## config.mk

```make
export PLATFORM = sky130hd
export DESIGN_NAME = vbam_arith
export DESIGN_NICKNAME = d
export VERILOG_FILES = /design/src/design/vbam_pkg.sv /design/src/design/vbam_arith.sv
export SDC_FILE = /design/constraint.sdc
export NUM_CORES = 1
export LEC_CHECK = 0
export BUFFER_PORTS_ARGS = -buffer_cell sky130_fd_sc_hd__buf_4
export CAP_MARGIN = 15
export CORE_ASPECT_RATIO = 0.6
export CORE_MARGIN = 3
export CORE_UTILIZATION = 35
export DETAILED_ROUTE_END_ITERATION = 16
export SYNTH_ARGS = -nofsm -noshare
export SYNTH_HDL_FRONTEND = slang
export SYNTH_SLANG_ARGS = --single-unit
```

## constraint.sdc

```tcl
create_clock -name aclk -period 9.01 [get_ports aclk]
set_clock_uncertainty 0.05 [all_clocks]
set_input_delay 0.4505 -clock aclk [delete_from_list [all_inputs] [get_ports aclk]]
set_output_delay 0.4505 -clock aclk [all_outputs]
set_load 0.02 [all_outputs]
```

## src/design/vbam_pkg.sv

```systemverilog
// Shared types and constants of the vibration baseline anomaly monitor.
// No dependencies.
`timescale 1ns / 1ps
`default_nettype none

package vbam_pkg;

    typedef enum logic [2:0] {
        MODE_INIT     = 3'd0,
        MODE_WARMUP   = 3'd1,
        MODE_HEALTHY  = 3'd2,
        MODE_ALARM    = 3'd3,
        MODE_NO_MOTOR = 3'd4
    } mode_t;

    typedef enum logic [3:0] {
        PH_IDLE,
        PH_DECIDE,
        PH_W_BEGIN,
        PH_W_ISSUE,
        PH_W_WAIT,
        PH_W_MUL,
        PH_W_ACC,
        PH_W_CHECK,
        PH_B_ISSUE,
        PH_B_DWAIT,
        PH_B_SWAIT,
        PH_B_NEXT,
        PH_B_END,
        PH_M_ISSUE,
        PH_M_WAIT,
        PH_M_END
    } phase_t;

    typedef enum logic [2:0] {
        CFG_WARMUP_TARGET = 3'd0,
        CFG_MIN_VALID     = 3'd1,
        CFG_SCORE_THRESH  = 3'd2,
        CFG_MEAN_MARGIN   = 3'd3,
        CFG_ALARM_RUN     = 3'd4,
        CFG_HEALTHY_RUN   = 3'd5,
        CFG_SILENT_RUN    = 3'd6
    } cfg_idx_t;

    typedef enum logic {
        OP_DIV,
        OP_SQRT
    } arith_op_t;

    typedef struct packed {
        logic      start;
        arith_op_t op;
    } arith_req_t;

    typedef struct packed {
        logic        action;
        logic        peak_seen;
        logic [31:0] rms_level;
        logic [31:0] kurtosis_level;
        logic [31:0] harmonic_amplitude;
    } in_item_t;

    typedef struct packed {
        logic [2:0]         machine_state;
        logic [15:0]        warmup_progress;
        logic signed [23:0] rms_score;
        logic signed [23:0] kurtosis_score;
        logic signed [23:0] harmonic_score;
        logic               rms_flag;
        logic               kurtosis_flag;
        logic               harmonic_flag;
    } out_item_t;

    localparam int CFG_DATA_W = 23;

    localparam logic [15:0] RST_WARMUP_TARGET = 16'd600;
    localparam logic [15:0] RST_MIN_VALID     = 16'd100;
    localparam logic [22:0] RST_SCORE_THRESH  = 23'd196608;
    localparam logic [15:0] RST_MEAN_MARGIN   = 16'd13107;
    localparam logic [7:0]  RST_ALARM_RUN     = 8'd5;
    localparam logic [7:0]  RST_HEALTHY_RUN   = 8'd5;
    localparam logic [7:0]  RST_SILENT_RUN    = 8'd15;

    localparam logic [5:0]  DIV_LAST_STEP  = 6'd63;
    localparam logic [5:0]  SQRT_LAST_STEP = 6'd31;

    localparam logic [23:0] SCORE_MAX = 24'h7FFFFF;
    localparam logic [23:0] SCORE_MIN = 24'h800000;

endpackage

`default_nettype wire

```

## src/design/vbam_arith.sv

```systemverilog
// Shared bit-serial unit: 64/32 restoring divide (64 steps) and
// 64-bit floor square root (32 steps). Depends on vbam_pkg.
`timescale 1ns / 1ps
`default_nettype none

module vbam_arith (
    input  wire                       aclk,
    input  wire                       aresetn,
    input  wire vbam_pkg::arith_req_t req,
    input  wire  [63:0]               opa,
    input  wire  [31:0]               opb,
    output logic                      done,
    output logic [63:0]               res
);

    logic                busy_reg;
    vbam_pkg::arith_op_t op_reg;
    logic [5:0]          cnt_reg;
    logic [63:0]         shf_reg;
    logic [32:0]         rem_reg;
    logic [31:0]         root_reg;
    logic [31:0]         dvs_reg;
    logic                done_reg;
    logic [63:0]         res_reg;

    logic [32:0] div_rem_s;
    logic        div_ge;
    logic [32:0] div_rem_n;
    logic [34:0] sq_rem_s;
    logic [34:0] sq_trial;
    logic        sq_ge;
    logic [34:0] sq_rem_n;
    logic        last_step;

    always_comb begin
        div_rem_s = {rem_reg[31:0], shf_reg[63]};
        div_ge    = div_rem_s >= {1'b0, dvs_reg};
        div_rem_n = div_ge ? div_rem_s - {1'b0, dvs_reg} : div_rem_s;
        sq_rem_s  = {rem_reg, shf_reg[63:62]};
        sq_trial  = {1'b0, root_reg, 2'b01};
        sq_ge     = sq_rem_s >= sq_trial;
        sq_rem_n  = sq_ge ? sq_rem_s - sq_trial : sq_rem_s;
        last_step = (op_reg == vbam_pkg::OP_DIV) ? (cnt_reg == vbam_pkg::DIV_LAST_STEP)
                                                 : (cnt_reg == vbam_pkg::SQRT_LAST_STEP);
    end

    always_ff @(posedge aclk) begin
        if (!aresetn) begin
            busy_reg <= 1'b0;
            done_reg <= 1'b0;
            cnt_reg  <= '0;
        end else begin
            done_reg <= 1'b0;
            if (req.start) begin
                busy_reg <= 1'b1;
                op_reg   <= req.op;
                cnt_reg  <= '0;
                shf_reg  <= opa;
                dvs_reg  <= opb;
                rem_reg  <= '0;
                root_reg <= '0;
            end else if (busy_reg) begin
                cnt_reg <= cnt_reg + 6'd1;
                if (op_reg == vbam_pkg::OP_DIV) begin
                    rem_reg <= div_rem_n;
                    shf_reg <= {shf_reg[62:0], div_ge};
                    if (last_step) begin
                        res_reg <= {shf_reg[62:0], div_ge};
                    end
                end else begin
                    rem_reg  <= sq_rem_n[32:0];
                    root_reg <= {root_reg[30:0], sq_ge};
                    shf_reg  <= {shf_reg[61:0], 2'b00};
                    if (last_step) begin
                        res_reg <= {32'd0, root_reg[30:0], sq_ge};
                    end
                end
                if (last_step) begin
                    busy_reg <= 1'b0;
                    done_reg <= 1'b1;
                end
            end
        end
    end

    assign done = done_reg;
    assign res  = res_reg;

endmodule

`default_nettype wire

```

## Yosys cells after proc, flatten, opt, wreduce, memory -nomap -nowiden

Cells that the tools add are included.

- Output and inout port bits: 65
- Input bits: 100
- Word-level logic and storage cells: 44
- Bits in registers: 234

- Reduce and logical (&&, ||, !) cells: 8
- Bitwise gates (word level): 3
- Add/sub/neg operators: 3
- Magnitude comparators: 2
- Equality and inequality tests: 2
- Multiplexer cells: 17

Operator list:

| kind | number |
|---|---|
| $mux W64 | 6 |
| $mux W33 | 4 |
| $mux W32 | 2 |
| $ge A35 B34 Y1 | 1 |
| $ge A33 B32 Y1 | 1 |
| $sub A33 B32 Y33 | 1 |
| $sub A33 B33 Y33 | 1 |
| $add A6 B1 Y6 const B | 1 |
| $eq A6 B5 Y1 const B | 1 |
| $eq A6 B6 Y1 const B | 1 |
| $mux W1 | 5 |
| $reduce_and A2 Y1 | 2 |
| $reduce_and A4 Y1 | 1 |
| $reduce_bool A2 Y1 | 2 |
| $not A1 Y1 | 3 |
| $reduce_and A3 Y1 | 1 |
| $reduce_or A3 Y1 | 1 |
| $reduce_or A2 Y1 | 1 |

## Logic depth before layout (Yosys ltp)

Gate-level depths: netlist of run 1.

- Word-level depth: 5
- Mapped depth: 14

## Worst setup path after synthesis of run 1

Ideal clock, no wire load.

- Kind: flip-flop to flip-flop
- Start: register op_reg
- End: register res_reg[0] (netlist: res[0]), enable pin
- Required time: 8.316 ns
- Path slack: 1.242 ns
- Path buffers: 2
- Library setup time: 0.644 ns
- Data arrival time: 7.074 ns
- Period minus slack after synthesis: 7.768 ns
- Cell stages (with the launch flop): 5
- Cells stage by stage: edfxtp_1 clkbuf_1 buf_1 xnor2_1 nor4_1

- Longest elaborated chain between the ends: 2

RTL lines:

| item | line | RTL |
|---|---|---|
| from (decl) | vbam_arith.sv:17 | `vbam_pkg::arith_op_t op_reg;` |
| from (signal assigned) | vbam_arith.sv:56 | `op_reg <= req.op;` |
| $mux W1 | vbam_arith.sv:43 | `last_step = (op_reg == vbam_pkg::OP_DIV) ? (cnt_reg == vbam_pkg::DIV_LAST_STEP)` |
| $reduce_and A4 Y1 (no line) | n/a |  |
| to (signal assigned) | vbam_arith.sv:68 | `res_reg <= {shf_reg[62:0], div_ge};` |
| to (signal assigned) | vbam_arith.sv:75 | `res_reg <= {32'd0, root_reg[30:0], sq_ge};` |
| to (decl) | vbam_arith.sv:24 | `logic [63:0] res_reg;` |

Every way passes these cells.
A chain may end at the register's enable or synchronous reset.

## Final worst setup path of run 1

- Start: register rem_reg[4]
- End: register rem_reg[6] (data pin)

- Longest elaborated chain between the ends: 4
- Elaborated cells between the ends (all ways): 8

RTL lines:

| item | line | RTL |
|---|---|---|
| from (decl) | vbam_arith.sv:20 | `logic [32:0] rem_reg;` |
| from (signal assigned) | vbam_arith.sv:65 | `rem_reg <= div_rem_n;` |
| from (signal assigned) | vbam_arith.sv:71 | `rem_reg <= sq_rem_n[32:0];` |
| $sub A33 B32 Y33, or another cell as far along | vbam_arith.sv:38 | `div_rem_n = div_ge ? div_rem_s - {1'b0, dvs_reg} : div_rem_s;` |
| $mux W33, on equally long branches | vbam_arith.sv:38, vbam_arith.sv:42 |  |
| $mux W33 (*) | vbam_arith.sv:64 | `if (op_reg == vbam_pkg::OP_DIV) begin` |
| $mux W33 (*) | vbam_arith.sv:62 | `end else if (busy_reg) begin` |

Mark *: on every way between the ends. The rest lies on a longest branch, timed or not. The select of a mux whose other input is x is not followed.

==> results of run 1 <==
cells in the final DEF (no fill, tap or decap), types with 5 or more instances in the layout:
cell | Yosys | final
o21bai_1 | 7 | 7
clkbuf_16 | 0 | 25
ha_1 | 67 | 67
nor2b_1 | 41 | 40
mux2_2 | 40 | 40
clkbuf_1 | 41 | 6
a311oi_1 | 6 | 6
bufinv_16 | 0 | 5
nand2b_1 | 11 | 11
o211ai_1 | 14 | 14
nand4_1 | 13 | 13
dfxtp_1 | 8 | 8
mux2i_1 | 39 | 39
o21ai_0 | 112 | 112
nor2_1 | 87 | 87
inv_1 | 81 | 81
a211o_1 | 5 | 5
a21oi_1 | 109 | 109
a21o_1 | 25 | 25
nand2_1 | 144 | 144
a31oi_1 | 19 | 19
a21boi_0 | 6 | 6
xnor2_1 | 36 | 36
nor3_1 | 14 | 14
nand3_1 | 25 | 25
and3_1 | 11 | 11
and2_1 | 7 | 6
buf_4 | 2 | 173
edfxtp_1 | 226 | 226
a211oi_1 | 19 | 19
xor2_1 | 19 | 19
layer usage:
layer / track usage / share of wire / up-vias
met4: 0.0242 / 0.012 / 0
met2: 0.255 / 0.43 / 328
met1: 0.265 / 0.49 / 5169
li1: - / - / 5190
met5: 0 / 0 / -
met3: 0.0285 / 0.063 / 37
cell usage after synthesis (8+ instances only):
master	count	area share
mux2i_1	39	0.028
o21ai_0	112	0.041
mux2_2	40	0.033
a21oi_1	109	0.039
buf_1	12	0.0033
nor3_1	14	0.0051
nand2b_1	11	0.0050
ha_1	67	0.061
inv_1	81	0.022
clkbuf_1	41	0.011
a31oi_1	19	0.0086
nand2_1	144	0.039
nor2_1	87	0.024
xnor2_1	36	0.023
o211ai_1	14	0.0076
nand3_1	25	0.0090
and3_1	11	0.0050
edfxtp_1	226	0.49
a211oi_1	19	0.010
nor2b_1	41	0.019
a21o_1	25	0.014
xor2_1	19	0.012
nand4_1	13	0.0059
dfxtp_1	8	0.012
kinds of logic after synthesis:
family	Yosys count	synth area share
flops	234	0.502
mux	79	0.0608
fa+ha+maj	68	0.0620
xor+xnor	55	0.0348
buf+inv	148	0.0436
compound gates	375	0.170
simple gates	375	0.127
where the power goes:
part           internal (mW)  total (mW)  switching [mW]
logic                  0.300       0.735           0.435
clock network          0.655        1.10           0.447
registers               1.27        1.31          0.0436
total                   2.22        3.15           0.926
critical path, stage by stage (launching register included):
cell and delay, ns:
edfxtp_1 0.53, ha_1 0.46, nand3_1 0.19, or4_1 0.63, o311ai_2 0.32, nor4_4 0.08
nor2_4 0.74, mux2_2 0.41, o21ai_0 0.20, a31oi_1 0.09
cell type report:
class / instances / area [um2]
clock buffers: 31 / 648
clock inverters: 13 / 203
fillers: 3708 / 22000
inverters: 81 / 304
multi-input cells: 952 / 6300
flip-flops and latches: 234 / 6950
well taps: 513 / 642
repair buffers: 174 / 1320
worst min path at each step:
stage	from	endpoint	slack (ns)	depth (start not counted)
6_report	opb[3]	dvs_reg[3]	0.04	1
5_1_grt	opb[11]	dvs_reg[11]	0.02	1
4_1_cts	opb[3]	dvs_reg[3]	0.02	1
3_5_place_dp	cnt_reg[5]	cnt_reg[5]	0.45	2
3_3_place_gp	cnt_reg[5]	cnt_reg[5]	0.44	2
2_1_floorplan	cnt_reg[5]	cnt_reg[5]	0.42	2
==> impl_metrics.toml, run 1 <==
[run_status]
status = "completed"

[final_layout]
nets = 1635
final_core_util = 0.427
drive_gt1_frac = 0.182
antenna_cells = 0
instances_no_fill = 1998
area_growth_pct = 18.3
design_area_um2 = 16400

[clocking]
cts_tree = "done"
clockRootBuffer = "clkbuf_16"
post-cts-setup-buffer-count = 0
cts-hold-fix-buffers = 0
cts_max_path_buffers = 3
clock_sinks = 234
worstSkewPairLatency_ns = 0.53
numCtsBuffers = 24
htreeDepth = 1
clk_pin_slew_ns = 0.07
cts_resized = 0

[global_routing]
grt_pass1_vias = 10217
grt_use_total = 0.171
grt_remaining_overflow = 0
grt_pass1_wl_um = 58100
grt_start_max_net_pins = 117
antenna_found_initial = 0

[timing]
setup_viol = 0
fin_tns_setup_ns = 0
period_share = 0.444
hold_ws_ns = 0.0429
min_period_ns = 4.00
max_slew_margin = 0.373
hold_viol_final = 0
fin_ws_ns = 5.01
worstMarginPinSlew_ns = 0.941
maxSlewViolCount = 0
max_freq_mhz = 250
rsz0062_at_grt = "false"

[logic_synthesis]
yosys_warnings = 0
synthFlopType = "edfxtp_1"
synthesis.area_um2 = 13800
synth.avg_cell_area_um2 = 10.4
syn-instance-count = 1334
ys_types = 72
async_flop_share = 0
yosysSeqAreaShare = 0.502
synth-seq-cells = 234
synth_edf_count = 226
syn_nets = 1502

[critical_path]
r2r-end = "rem_reg[6]"
r2r_cells = 9
r2r_slack_ns = 5.01
critPathCapture = "rem_reg[6]"
crit_path_start_kind = "register"
arrival_ns = 4.19
worstPathMaxFanout = 34
worst_setup_path_end_kind = "register"
criticalPathCategory = "reg -> reg"
crit-reg2reg-launch = "rem_reg[4]"
startpoint = "rem_reg[4]"
crit_required_ns = 9.20

[drt]
vias_per_cell = 5.37
drt_iter0_markers = 1055
post-route-drc-count = 0
firstDrtPassIters = 6
wl_per_cell_um = 18.6
vias = 10724
ant_nets = 0
wl_um = 37100

[die]
die_x_um = 263
start_util = 0.361
coreArea_um2 = 38300
die_h_um = 160
rows = 55
dieArea_um2 = 42000
io_pins = 165

[placed_design]
dp_slack_ns = 5.05
port-buffer-count = 164
place_congestion = 0.894
dpl-instance-area_um2 = 15500
dp.cells = 1954
dp_hpwl_um = 27300

[power_and_ir_drop]
p_per_area_nw_per_um2 = 193
cellLeakagePower_nw = 6.48
finalPower_mw = 3.15
vdd_drop_max_v = 0.000153

[run]
cap_violations = 0

[hold_path]
hold_class = "in -> reg"
No activity file was read; power rests on OpenSTA's default activity.
==> run 2, diff against run 1 <==
Clock period 9.01 ns to 3.22 ns, I/O delays scaled along.
==> run 2 against run 1 <==
  * The run now ends with setup timing left
  * Critical path depth is 1 higher
  * Via count is 9.2% higher
  * Routed wire length is 10% higher
  * Utilization is 6.9 points higher
  * Setup slack worse by 5.1 ns
  * Fmax is 22% higher
  * First-iteration DRC count is 5.3% lower
  * Hold slack better by 0.026 ns
  * Sequential share of layout area is 5.9 points lower
  * Flip-flop and latch count stayed put
  * Cell count is 12% higher
  * Register-to-register slack worse by 5.1 ns
  * Critical path type unchanged
  * Largest power group unchanged
==> impl_metrics.toml, run 2 (synthesis results as in run 1) <==
[run_status]
status = "finished with violations"
violations = "setup timing"

[power_and_ir_drop]
p_per_area_nw_per_um2 = 496
finalPower_mw = 9.42
vdd_drop_max_v = 0.000378
cellLeakagePower_nw = 7.69

[timing]
min_period_ns = 3.27
max_slew_margin = 0.416
period_share = 1.02
max_freq_mhz = 305
setup_viol = 1
hold_ws_ns = 0.0684
rsz0062_at_grt = "true"
maxSlewViolCount = 0
fin_ws_ns = -0.0536
worstMarginPinSlew_ns = 0.876
hold_viol_final = 0

[critical_path]
critical_path.most_common_cell = "a211oi_2"
cp_top_family = "compound AO/OA/AOI/OAI gates"
cp_slowest_cell = "or4_4"
worstPathMaxFanout = 4
cpPeakStageDelay_ns = 0.57
path_buf_inv = 0
crit_path_start_kind = "register"
criticalPathCategory = "reg -> reg"
crit_path_cell_trace = "ha_4 -> a21oi_4 -> a211oi_2 -> or4_4 -> o2111ai_4 -> a21oi_2 -> or4_1 -> a211o_1 -> o311ai_2 -> a211oi_2"
arrival_ns = 3.48
worst_setup_path_end_kind = "register"
crit_required_ns = 3.43

[die]
io_pins = 165
dieArea_um2 = 42000
coreArea_um2 = 38300
die_x_um = 263
rows = 55
die_h_um = 160
start_util = 0.361

[clocking]
htreeDepth = 1
cts_tree = "done"
cts_max_path_buffers = 3
clockRootBuffer = "clkbuf_16"
worstSkewPairLatency_ns = 0.55
clk_pin_slew_ns = 0.07
numCtsBuffers = 25
clock_sinks = 234

[global_routing]
grt_start_max_net_pins = 141
grt_remaining_overflow = 0
grt_pass1_vias = 11561
antenna_found_initial = 0
grt_use_total = 0.186
grt_pass1_wl_um = 63600

[placed_design]
port-buffer-count = 164
dp_hpwl_um = 28900
dpl-instance-area_um2 = 16600
place_congestion = 0.901
dp.cells = 2082

[run]
cap_violations = 0

[drt]
drt_iter0_markers = 999
vias = 11714
wl_per_cell_um = 18.3
wl_um = 41000
post-route-drc-count = 0
firstDrtPassIters = 5
ant_nets = 0
vias_per_cell = 5.22

[final_layout]
drive_gt1_frac = 0.288
final_cell_mix = "buf_4, edfxtp_1, nand2_1"
antenna_cells = 0
nets = 1878
design_area_um2 = 19000
seq_area_um2 = 6950
fillers = 3470
instances_no_fill = 2242
multi_input_area_um2 = 6830
area_growth_pct = 37.4
mostFrequentLayoutCell = "buf_4"

[hold_path]
hold_class = "in -> reg"
[run 2: path summary, 6_finish.rpt]
path,from,to,slack (ns),cells past startpoint
min,aresetn,cnt_reg[0],0.07,3
max reg2reg,rem_reg[14],rem_reg[32],-0.05,10
max,rem_reg[14],rem_reg[32],-0.05,10
min reg2reg,cnt_reg[1],cnt_reg[1],0.49,2
[run 2: timing repair]
action / CTS / global route
resized for setup: 24 / 84
endpoints found under the hold margin: 97 / 0
cloned: 0 / 1
hold buffers: 97 / 0
endpoints found under the setup margin: 26 / 33
pin swaps: 7 / 39
setup buffers: 5 / 11
[run 2: power by group]
group / switching, mW / internal [mW] / total [mW] / leakage [nW]
Sequential: 0.115 / 3.55 / 3.67 / 2.21
Combinational: 1.47 / 1.34 / 2.81 / 5.09
Clock: 1.29 / 1.65 / 2.94 / 0.396
[run 2: layer usage]
metal | up-vias | part of all wire | global-route usage
li1 | 5669 | - | -
met1 | 5671 | 0.49 | 0.278
met2 | 324 | 0.44 | 0.285
met3 | 50 | 0.059 | 0.0334
met4 | 0 | 0.018 | 0.0352
met5 | - | 0 | 0
[run 2: stage by stage]
step                       util  setup slack, ns  TNS, ns
after floorplan               -           -0.212   -13.56
after global placement    0.432           -0.302    -1.49
after detailed placement  0.432           -0.247    -2.25
after CTS                 0.483           -0.101   -0.143
after global routing      0.496           -0.125   -0.942
final                     0.496          -0.0536  -0.0536
[run 2: layout make-up]
class / count / share of cell area
multi-input combinational: 952 / 0.359
inverter: 81 / 0.0160
tap: 513 / 0.0338
sequential: 234 / 0.365
clock inverter: 12 / 0.00619
clock buffer: 34 / 0.0357
timing repair buffer: 416 / 0.184
[run 2: worst register-to-register path: stages (launching register included)]
cell	delay, ns
edfxtp_1	0.53
ha_4	0.30
a21oi_4	0.15
a211oi_2	0.09
or4_4	0.57
o2111ai_4	0.29
a21oi_2	0.09
or4_1	0.48
a211o_1	0.29
o311ai_2	0.09
a211oi_2	0.05
